--- src/sv/dtu_pkg.sv ---
// Package with the shared types, constants and codes of the dictionary text unpacker.
`timescale 1ns / 1ps
package dtu_pkg;

  // Dictionary geometry and the longest word that is emitted.
  localparam int DICT_BYTES = 4096;
  localparam int MAX_WORD   = 64;
  localparam int ADDR_W     = $clog2(DICT_BYTES);
  localparam int POS_W      = ADDR_W + 1;
  localparam int K_W        = $clog2(MAX_WORD + 1);
  localparam int N_W        = 7;

  // Packed byte codes.
  localparam logic [7:0] CODE_ESCAPE = 8'h80;
  localparam logic [7:0] CODE_IGNORE = 8'hFF;
  localparam logic [7:0] CODE_WORD0  = 8'h81;

  // Result status codes.
  localparam logic [1:0] STATUS_OK    = 2'd0;
  localparam logic [1:0] STATUS_TRUNC = 2'd1;
  localparam logic [1:0] STATUS_END   = 2'd2;

  // Input mode codes.
  localparam logic MODE_WRITE = 1'b0;
  localparam logic MODE_TEXT  = 1'b1;

  // Classification of one input transaction.
  typedef enum logic [2:0] {
    KIND_WRITE,
    KIND_ESC_LIT,
    KIND_EOT,
    KIND_LIT,
    KIND_ESC,
    KIND_IGNORE,
    KIND_WORD
  } kind_t;

  // Source of the output byte.
  typedef enum logic [1:0] {
    SEL_INPUT,
    SEL_ZERO,
    SEL_HOLD
  } out_sel_t;

  // Controller states.
  typedef enum logic [1:0] {
    ST_IDLE,
    ST_SKIP,
    ST_WORD
  } state_t;

  // Commands from the controller to the datapath.
  typedef struct packed {
    logic       start;
    logic       pos_inc;
    logic       n_dec;
    logic       k_inc;
    logic       hold_load;
    logic       mem_we;
    logic       esc_set;
    logic       esc_clr;
    logic       out_load;
    out_sel_t   out_sel;
    logic       out_last;
    logic       out_eot;
    logic [1:0] out_status;
  } cmd_t;

  // Status from the datapath to the controller.
  typedef struct packed {
    kind_t kind;
    logic  n_zero;
    logic  pos_end;
    logic  k_zero;
    logic  k_max;
    logic  rdata_zero;
    logic  slot_free;
  } sts_t;

endpackage

--- src/sv/dtu_ctrl.sv ---
// Controller state machine that sequences input decode, dictionary walk and word output.
`timescale 1ns / 1ps
module dtu_ctrl (
  input  logic          clk,
  input  logic          rst,
  input  logic          in_valid,
  output logic          in_ready,
  input  dtu_pkg::sts_t sts,
  output dtu_pkg::cmd_t cmd
);

  dtu_pkg::state_t state;
  dtu_pkg::state_t state_next;
  logic [1:0]      fin_status;
  logic            fin;

  // State register.
  always_ff @(posedge clk) begin
    if (rst) begin
      state <= dtu_pkg::ST_IDLE;
    end else begin
      state <= state_next;
    end
  end

  // Final status of a word, from the byte at the current position.
  always_comb begin
    fin        = 1'b0;
    fin_status = dtu_pkg::STATUS_OK;
    if (sts.k_max) begin
      fin = 1'b1;
      if (sts.pos_end) begin
        fin_status = dtu_pkg::STATUS_END;
      end else if (!sts.rdata_zero) begin
        fin_status = dtu_pkg::STATUS_TRUNC;
      end
    end else if (sts.pos_end) begin
      fin        = 1'b1;
      fin_status = dtu_pkg::STATUS_END;
    end else if (sts.rdata_zero) begin
      fin = 1'b1;
    end
  end

  // Next state and commands.
  always_comb begin
    state_next = state;
    cmd        = '0;
    cmd.out_sel    = dtu_pkg::SEL_INPUT;
    cmd.out_status = dtu_pkg::STATUS_OK;
    in_ready   = 1'b0;
    case (state)
      dtu_pkg::ST_IDLE: begin
        in_ready = sts.slot_free;
        if (in_valid && sts.slot_free) begin
          case (sts.kind)
            dtu_pkg::KIND_WRITE: begin
              cmd.mem_we = 1'b1;
            end
            dtu_pkg::KIND_ESC_LIT: begin
              cmd.esc_clr  = 1'b1;
              cmd.out_load = 1'b1;
              cmd.out_last = 1'b1;
            end
            dtu_pkg::KIND_EOT: begin
              cmd.esc_clr  = 1'b1;
              cmd.out_load = 1'b1;
              cmd.out_sel  = dtu_pkg::SEL_ZERO;
              cmd.out_last = 1'b1;
              cmd.out_eot  = 1'b1;
            end
            dtu_pkg::KIND_LIT: begin
              cmd.out_load = 1'b1;
              cmd.out_last = 1'b1;
            end
            dtu_pkg::KIND_ESC: begin
              cmd.esc_set = 1'b1;
            end
            dtu_pkg::KIND_WORD: begin
              cmd.start  = 1'b1;
              state_next = dtu_pkg::ST_SKIP;
            end
            default: begin
            end
          endcase
        end
      end

      // Walk past the terminators that precede the selected word.
      dtu_pkg::ST_SKIP: begin
        if (sts.n_zero) begin
          state_next = dtu_pkg::ST_WORD;
        end else if (sts.pos_end) begin
          if (sts.slot_free) begin
            cmd.out_load   = 1'b1;
            cmd.out_sel    = dtu_pkg::SEL_ZERO;
            cmd.out_last   = 1'b1;
            cmd.out_status = dtu_pkg::STATUS_END;
            state_next     = dtu_pkg::ST_IDLE;
          end
        end else begin
          cmd.pos_inc = 1'b1;
          cmd.n_dec   = sts.rdata_zero;
        end
      end

      // Emit the word one byte behind the read, so the last byte carries its flags.
      dtu_pkg::ST_WORD: begin
        if (fin) begin
          if (sts.k_zero) begin
            if (fin_status == dtu_pkg::STATUS_OK) begin
              state_next = dtu_pkg::ST_IDLE;
            end else if (sts.slot_free) begin
              cmd.out_load   = 1'b1;
              cmd.out_sel    = dtu_pkg::SEL_ZERO;
              cmd.out_last   = 1'b1;
              cmd.out_status = fin_status;
              state_next     = dtu_pkg::ST_IDLE;
            end
          end else if (sts.slot_free) begin
            cmd.out_load   = 1'b1;
            cmd.out_sel    = dtu_pkg::SEL_HOLD;
            cmd.out_last   = 1'b1;
            cmd.out_status = fin_status;
            state_next     = dtu_pkg::ST_IDLE;
          end
        end else if (sts.k_zero || sts.slot_free) begin
          cmd.out_load  = !sts.k_zero;
          cmd.out_sel   = dtu_pkg::SEL_HOLD;
          cmd.hold_load = 1'b1;
          cmd.k_inc     = 1'b1;
          cmd.pos_inc   = 1'b1;
        end
      end

      default: begin
        state_next = dtu_pkg::ST_IDLE;
      end
    endcase
  end

endmodule

--- config.mk ---
export PLATFORM = sky130hd
export DESIGN_NAME = dtu_ctrl
export DESIGN_NICKNAME = d
export VERILOG_FILES = /design/src/sv/dtu_pkg.sv /design/src/sv/dtu_ctrl.sv
export SDC_FILE = /design/constraint.sdc
export NUM_CORES = 1
export LEC_CHECK = 0
export BUFFER_PORTS_ARGS = -buffer_cell sky130_fd_sc_hd__buf_4
export CORE_UTILIZATION = 31
export DETAILED_ROUTE_END_ITERATION = 10
export PLACE_DENSITY = 0.56
export SLEW_MARGIN = 20
export SYNTH_ARGS = -nofsm -noshare
export SYNTH_HDL_FRONTEND = slang
export SYNTH_SLANG_ARGS = --single-unit
--- constraint.sdc ---
create_clock -name clk -period 4.8 [get_ports clk]
set_clock_uncertainty 0.15 [all_clocks]
set_input_delay 0.96 -clock clk [delete_from_list [all_inputs] [get_ports clk]]
set_output_delay 0.96 -clock clk [all_outputs]
set_load 0.01 [all_outputs]
==> out/summary.txt, run 1 <==
Routability congestion estimate: 0.7583
Antenna-violating nets left: 0
Ys Warns: 0
Layout cells sized above 1: 41.30%
H-tree depth: 1
Power per cell area: 204.1 nW/um2
DRT Pass-1 Iters: 4
DRC violations left: 0
Syn nets: 81
Number of flops mapped to enable cells by yosys: 0
Worst-skew pair later-pin latency: 0.22 ns
Setup TNS: 0 ns
Grt total ovfl: 0
Largest regs: state: 2 flops
CTS Root Cell: clkbuf_4
Cell mode on critical path: buf_4
Post-CTS setup buffers: 0
Number of antenna diodes: 0
Fmax: 0.3320 GHz
Vias: 564
Mean area per synthesized cell: 7.719 um2
Crit path capture type: output port
Routed length per instance: 12.32 um
Initial drt markers: 12
Initial antenna violation count: 0
Final setup vio count: 0
Fillers: 151
Aggregate global-route resource usage: 15.13%
Most frequent cells in the layout: buf_4 (27), nand2b_1 (6), nor3_1 (6)
Starting density of the core: 33.31%
Synth Area in XOR/XNOR: 0%
RSZ-0062 raised after global routing: no
Final Non-Filler Cells: 108
Final hold violations: 0
Peak VDD IR: 0.1462 mV
Worst EP required: 3.69 ns
Clk sink count: 2
Critical path's largest stage delay: 0.22 ns
Area of the die: 1783 um2
Main synth FF type: dfxtp_1
Worst-Margin Slew: 0.2961 ns
Critical path type: in -> out
Final period demand of the worst path: 3.012 ns
Multi-input gate area: 424.2 um2
Post-synthesis simple-gate area fraction: 40.40%
Leakage: 0.3571 nW
Data arrival, critical path: 1.90 ns
Post-synthesis mux area share: 5.985%
Final wirelength: 1331 um
Max-slew headroom: 80.26%
CP max FO: 4
Placed cell count: 105
Status: finished clean
HPWL after DPL: 1008 um
Synth cell types: 32
Post-Syn Area: 501.7 um2
Syn-to-layout area delta: 43.64%
Resize count post-CTS: 0
Sequential element share of the synthesized area: 7.980%
FF/Latch Area: 40.04 um2
Vias in the first global route: 504
Commonest non-fill, non-tap cell in the layout: buf_4
Share of flip-flops with an asynchronous set or reset: 0%
Top reg by flops: state
MaxCap Viol Count: 0
Cell row count: 14
Number of flip-flops in the largest register: 2
IO Count: 28
Global-route wire length before repair: 2152 um
Compound-Gate Fraction of Synth Area: 28.18%
Die Y: 42.23 um
CTS tree: built
Fin. max-slew vios: 0
Critical Path Slowest Stage Cell: nand4b_2
Hold buffer count at CTS: 0
Post-Synthesis Cells: 65
Clock Path Buffers: 2
Pin count of the biggest net entering global routing: 14
Yosys reg bits: 2
Clock Pin Slew Worst Setup and Hold Paths: 0.03 ns
HP Class: reg -> reg
Adder-cell share of the synthesized area: 9.975%
NumNets Final: 110
PortBufs: 27
Vias per cell: 5.222
CTS Buf Count: 3
Largest family of logic cells by synthesized area: simple AND/OR/NAND/NOR gates
Worst Setup Start Kind: input pin
Die width: 42.23 um
Core Area: 1506 um2
Tcrit/Tclk final: 62.74%
CP cell instances: buf_4 -> nand4b_2 -> o21bai_4 -> a31oi_4 -> or2_1 -> buf_4
==> cells by family (layout without fill, tap and decap cells) <==
group / count (synthesis) / in the layout
AND/OR/NAND/NOR: 33 / 33
AO/OA/AOI/OAI: 17 / 17
flip-flops: 2 / 2
multiplexers: 3 / 3
adder cells (fa/ha/maj): 4 / 4
buffers and inverters: 6 / 33
==> report_power, final <==
part           internal [mW]  leakage (nW)  switching [mW]
clock                 0.0276        0.0138         0.00943
combinational         0.0414         0.327          0.0434
sequential            0.0205        0.0163         0.00478
total                 0.0895         0.357          0.0577
==> final timing paths <==
kind,start,end,slack (ns),cells after the start
setup / recovery,sts[8],cmd[6],1.79,6
hold / removal,state[0],state[0],0.39,2
setup reg to reg,state[0],state[0],3.17,6
hold reg to reg,state[0],state[0],0.39,2
==> synth_stat cells, drive strengths merged (2+ instances only) <==
library cell	n	area, um2
dfxtp	2	40.04
o21a	2	15.01
nor2	5	18.77
buf	3	26.27
inv	3	11.26
mux2i	3	30.03
a21oi	5	25.02
ha	4	50.05
and2b	2	17.52
nor3	6	30.03
nand3	3	15.01
nand2b	7	51.30
nand2	2	7.510
nand3b	2	15.01
o21ai	3	15.01
==> routing by layer <==
metal  wire, um  share of wire [%]  vias to the layer above  global-route usage [%]
li1           -                  -                      293                       -
met1        626                 47                      255                   20.37
met2        637                 48                       14                   24.00
met3         57                4.3                        2                   1.293
met4          9               0.68                        0                   7.500
met5          0                  0                        -                       0
==> worst max-delay path, delay by kind of cell <==
kind	cells	cell delay, ns
compound gates	2	0.38
buf+inv	2	0.23
simple gates	2	0.34
==> metrics by stage <==
| step | power [mW] | hold slack [ns] | setup WS, ns | utilization [%] | instance area, um2 |
|---|---|---|---|---|---|
| finish | 0.1471 | 0.3871 | 1.788 | 47.84 | 720.7 |
| CTS | 0.1505 | 0.4000 | 1.783 | 47.84 | 720.7 |
| global route | 0.1580 | 0.4228 | 1.734 | 47.84 | 720.7 |
| floorplan | 0.07809 | 0.3470 | 1.950 | - | 501.7 |
| detailed placement | 0.1105 | 0.3959 | 1.784 | 46.35 | 698.2 |
| global placement | 0.1107 | 0.3879 | 1.795 | 46.35 | 698.2 |
==> area by class of cell <==
cell class,instances,share of cell area [%]
Clock buffer,3,3.125
Inverter,3,1.563
Multi-Input combinational cell,57,58.85
Sequential cell,2,5.556
Tap cell,16,2.778
Timing Repair Buffer,27,28.12
Note: power is estimated with default switching activity, not from simulation.
==> run 2: changes to the inputs <==
Settings changed: ABC_AREA from default to 1, PLACE_DENSITY 0.56 to 0.62.
Clock period 4.8 ns to 2.5 ns, I/O delays scaled along.
==> run 2 against run 1 <==
Against the previous run: sequential power rose by 49%; critical path depth rose by 1; non-clock buffer count did not move; synthesized cell count rose by 18%; clock-buffer cell count did not move; critical path type is now reg -> out; via count fell by 1.8%; flip-flop and latch count did not move; area after synthesis fell by 16%.
==> out/summary.txt, run 2 <==
Area leader, netlist: inv_1
Worst EP required: 1.85 ns
Number of flops mapped to enable cells by yosys: 0
Busiest metal layer after global routing: met2
Power per cell area: 301.7 nW/um2
Vias: 554
Peak VDD IR: 0.3071 mV
Area of the die: 1507 um2
Final Non-Filler Cells: 120
Max-slew headroom: 74.70%
Synth cell types: 18
Critical path's largest stage delay: 0.39 ns
H-tree depth: 1
Final period demand of the worst path: 2.348 ns
RSZ-0062 raised after global routing: no
Clock Pin Slew Worst Setup and Hold Paths: 0.04 ns
Routed length per instance: 9.583 um
Number of flip-flops in the largest register: 2
CTS tree: built
Vias in the first global route: 463
Share of flip-flops with an asynchronous set or reset: 0%
Top reg by flops: state
Leakage: 0.3411 nW
Cell mode on critical path: inv_1
HPWL after DPL: 952.1 um
Yosys top cell area share: 16.07%
Crit path max-delay family: buffers and inverters
Worst-skew pair later-pin latency: 0.23 ns
Core Area: 1186 um2
DP Area: 633.1 um2
Fin util: 55.38%
Crit path capture type: output port
Most frequent cells after synthesis: inv_1 (18), nand2_1 (16), nor2_1 (10), a21oi_1 (8)
Pin count of the biggest net entering global routing: 7
Hold buffer count at CTS: 0
Initial antenna violation count: 0
Final hold violations: 0
Placed cell count: 117
Commonest non-fill, non-tap cell in the layout: buf_4
Met2 Resource Use GR: 30.42%
Number of antenna diodes: 0
Ys Warns: 0
Die width: 38.83 um
Setup TNS: 0 ns
Buf/Inv on CP: 4
Most frequent cells in the layout: buf_4 (27), inv_1 (18), nand2_1 (16)
Critical Path Slowest Stage Cell: a2111oi_1
Aggregate global-route resource usage: 16.75%
Vias per cell: 4.617
Cell row count: 12
Fmax: 0.4259 GHz
NumNets Final: 124
Routability congestion estimate: 0.7584
Multi-input gate area: 302.8 um2
Fillers: 142
CTS Buf Count: 3
Starting density of the core: 35.44%
HP Class: in -> reg
Data arrival, critical path: 1.70 ns
Clk sink count: 2
Syn nets: 93
Tcrit/Tclk final: 93.92%
Dominant cell by count in the synthesized netlist: inv_1
Worst-Margin Slew: 0.3700 ns
Worst Setup Start Kind: register
Clock Path Buffers: 2
Sequential element share of the synthesized area: 9.524%
GR met1 Demand/Resource: 21.16%
Area contributors post-synth: inv_1 (16%), nand2_1 (14%), ha_1 (12%), a21oi_1 (9.5%), dfxtp_1 (9.5%)
MaxCap Viol Count: 0
PortBufs: 27
Grt total ovfl: 0
CP cell instances: inv_1 -> ha_1 -> inv_1 -> nor2_1 -> inv_1 -> a2111oi_1 -> buf_4
DRT Pass-1 Iters: 3
Post-Synthesis Cells: 77
CTS Root Cell: clkbuf_4
Yosys reg bits: 2
Met3 usage: 0%
Final setup vio count: 0
Largest regs: state: 2 flops
Die Y: 38.83 um
DRC violations left: 0
Global-route wire length before repair: 1807 um
Final wirelength: 1150 um
CP max FO: 5
Initial drt markers: 11
Mean area per synthesized cell: 5.460 um2
Finished Cell Area: 656.9 um2
Fin. max-slew vios: 0
Pwr Total: 198.2 uW
Status: finished clean
Antenna-violating nets left: 0
IO Count: 28
Post-Syn Area: 420.4 um2
Main synth FF type: dfxtp_1
FF/Latch Area: 40.04 um2
Layout cells sized above 1: 33.96%
Critical path type: reg -> out
Syn-to-layout area delta: 56.25%
## run 2: changes by cell type after synthesis, moves of 3 or more
cell / delta
inv_1: +16
nand2_1: +14
nand2b_1: -6
nor2_1: +5
a21oi_1: +3
mux2i_1: -3
nor3_1: -3
## run 2: final timing paths
kind	start	end	slack (ns)	cells past startpoint
worst min-delay path	rst	state[0]	0.28	2
worst max-delay path	state[1]	cmd[1]	0.15	7
worst min register to register	state[0]	state[0]	0.36	2
worst max register to register	state[1]	state[0]	0.95	9
## run 2: per-layer routing
| layer | wire, um | vias to the layer above |
|---|---|---|
| met2 | 522 | 23 |
| met5 | 0 | - |
| li1 | - | 302 |
| met1 | 548 | 227 |
| met4 | 13 | 0 |
| met3 | 66 | 2 |
## run 2: power breakdown
group | switching, mW | leakage [nW] | internal, mW
clock network | 0.0224 | 0.0138 | 0.0534
registers | 0.00279 | 0.0162 | 0.0348
logic | 0.0471 | 0.311 | 0.0378
## run 2: kinds of logic after synthesis
kind of cell | after synthesis | share of synthesized area [%]
DFF | 2 | 9.524
buffers and inverters | 20 | 18.75
and+or+nand+nor | 38 | 40.78
AOI/OAI and AO/OA | 13 | 19.05
adders and majority gates | 4 | 11.91
## run 2: area by class of cell
type	instances	share of cell area, %
multi-input cells	55	46.10
repair buffers	27	30.86
inverters	19	10.86
flip-flops and latches	2	6.095
clock buffers	3	3.429
well taps	14	2.667
## run 2: stage by stage
step                setup slack [ns]  hold slack (ns)
finish                        0.1520           0.2848
global route                 0.01378           0.2833
CTS                           0.1399           0.2786
detailed placement            0.3357           0.3543
global placement              0.3430           0.3523
floorplan                     0.3985           0.3227
## run 2: timing repair
action	in CTS	in global routing
setup buffers	0	0
gates resized for setup	0	1
setup endpoints to repair	0	1
==> run 3: changes to the inputs <==
Settings changed: CORE_AREA from default to 2 2 39 41, CORE_UTILIZATION 31 to default, DIE_AREA from default to 0 0 41 43, PLACE_DENSITY 0.62 to 0.63.
==> run 3 against run 2 <==
Against the previous run: combinational power grew 1%; sequential share of layout area about the same; clock power fell by 7.0%; design area rose by 0.38%; register-to-register slack barely moved; die area up 17%; critical path type unchanged; largest cell class unchanged; largest power group unchanged.
==> out/summary.txt, run 3 (same netlist as run 2, synthesis figures left out) <==
Fmax: 0.4295 GHz
HPWL after DPL: 1013 um
Switching Power: 68.39 uW
Vias in the first global route: 488
Sequential Power Share: 19.5%
DRC violations left: 0
Post-CTS setup buffers: 0
Aggregate global-route resource usage: 15.92%
Final setup vio count: 0
Antenna-violating nets left: 0
Grt total ovfl: 0
Die Y: 43 um
Die width: 41 um
MaxCap Viol Count: 0
Final period demand of the worst path: 2.328 ns
Starting density of the core: 30.38%
Tcrit/Tclk final: 93.13%
Final hold violations: 0
Vias: 557
FF-to-FF path depth: 9
Worst-skew pair later-pin latency: 0.22 ns
Cell internal pwr: 125.7 uW
Power per cell area: 294.3 nW/um2
Final wirelength: 1173 um
Layout cells sized above 1: 33.96%
Most frequent cells in the layout: buf_4 (27), inv_1 (18), nand2_1 (16)
Critical path's largest stage delay: 0.36 ns
PortBufs: 27
Clk sink count: 2
Cell row count: 14
Hold-critical path depth: 2
Final Non-Filler Cells: 122
Syn-to-layout area delta: 56.85%
Vias per cell: 4.566
Initial antenna violation count: 0
Cell mode on critical path: inv_1
Crit path capture type: output port
RSZ-0062 raised after global routing: no
Number of antenna diodes: 0
Sw frac: 35.24%
Global-route wire length before repair: 1952 um
H-tree depth: 1
Pin count of the biggest net entering global routing: 7
Placed cell count: 119
Critical path type: reg -> out
HP Class: in -> reg
Fin. max-slew vios: 0
Max-slew headroom: 71.96%
R2r setup slk: 0.95 ns
Core Area: 1384 um2
NumNets Final: 124
Number of flip-flops in the largest register: 2
Clock network power share: 36.3%
Leakage: 0.3411 nW
Status: finished clean
Peak VDD IR: 0.3337 mV
DRT Pass-1 Iters: 4
Commonest non-fill, non-tap cell in the layout: buf_4
Worst Setup Start Kind: register
Data arrival, critical path: 1.68 ns
Clock Path Buffers: 2
Top reg by flops: state
Clock Pin Slew Worst Setup and Hold Paths: 0.03 ns
Setup TNS: 0 ns
Area of the die: 1763 um2
CTS Buf Count: 3
Worst-Margin Slew: 0.4100 ns
CP cell instances: inv_1 -> ha_1 -> inv_1 -> nor2_1 -> inv_1 -> a2111oi_1 -> buf_4
Comb pwr share: 44.3%
CTS tree: built
Worst EP required: 1.85 ns
Hold buffer count at CTS: 0
Critical Path Slowest Stage Cell: a2111oi_1
Initial drt markers: 11
Resize count post-CTS: 0
IO Count: 28
Routed length per instance: 9.615 um
Largest regs: state: 2 flops
Routability congestion estimate: 0.8097
CTS Root Cell: clkbuf_4
CP max FO: 5
run 3: cell counts in the layout (fill, tap and decap cells not counted):
Identical to the previous run, type by type.
run 3: per-stage QoR:
| step | cell area [um2] | power [mW] | util [%] | setup WS, ns | hold WS, ns |
|---|---|---|---|---|---|
| 2_1_floorplan | 420.4 | 0.08641 | - | 0.3985 | 0.3227 |
| 3_3_place_gp | 635.6 | 0.1231 | 45.93 | 0.3273 | 0.3405 |
| 3_5_place_dp | 635.6 | 0.1241 | 45.93 | 0.3558 | 0.3620 |
| 4_1_cts | 658.1 | 0.1974 | 47.56 | 0.1192 | 0.2783 |
| 5_1_grt | 659.4 | 0.2115 | 47.65 | 0.01486 | 0.2858 |
| 6_report | 659.4 | 0.1941 | 47.65 | 0.1717 | 0.2850 |
run 3: path summary, 6_finish.rpt:
check,start,endpoint
setup / recovery,state[1],cmd[1]
hold / removal,rst,state[1]
setup reg to reg,state[1],state[0]
hold reg to reg,state[0],state[0]
run 3: per-layer routing:
layer,part of all wire [%],global-route usage (%),vias up
met5,0,0,-
met4,0.94,8.000,0
met3,3.3,1.571,2
met2,51,25.31,9
met1,45,20.06,242
li1,-,-,304
run 3: power by group through the flow:
stage / logic, mW / registers [mW] / clock network (mW)
floorplan: 0.0490 / 0.0374 / 0
global placement: 0.0854 / 0.0378 / 0
detailed placement: 0.0858 / 0.0383 / 0
CTS: 0.0860 / 0.0379 / 0.0736
global route: 0.0970 / 0.0380 / 0.0765
finish: 0.0859 / 0.0378 / 0.0704
run 3: critical path: cells and delay by family, from the launching register on:
kind	cells	cell delay [ns]
AO/OA/AOI/OAI	1	0.36
flip-flops	1	0.34
buffers and inverters	4	0.42
adder cells (fa/ha/maj)	1	0.16
AND/OR/NAND/NOR	1	0.17
run 3: layout make-up:
cell class	count	area, um2
Fill cell	144	724.4
Multi-Input combinational cell	55	302.8
Timing Repair Buffer	27	202.7
Inverter	19	71.32
Sequential cell	2	40.04
Clock buffer	3	22.52
Tap cell	16	20.02
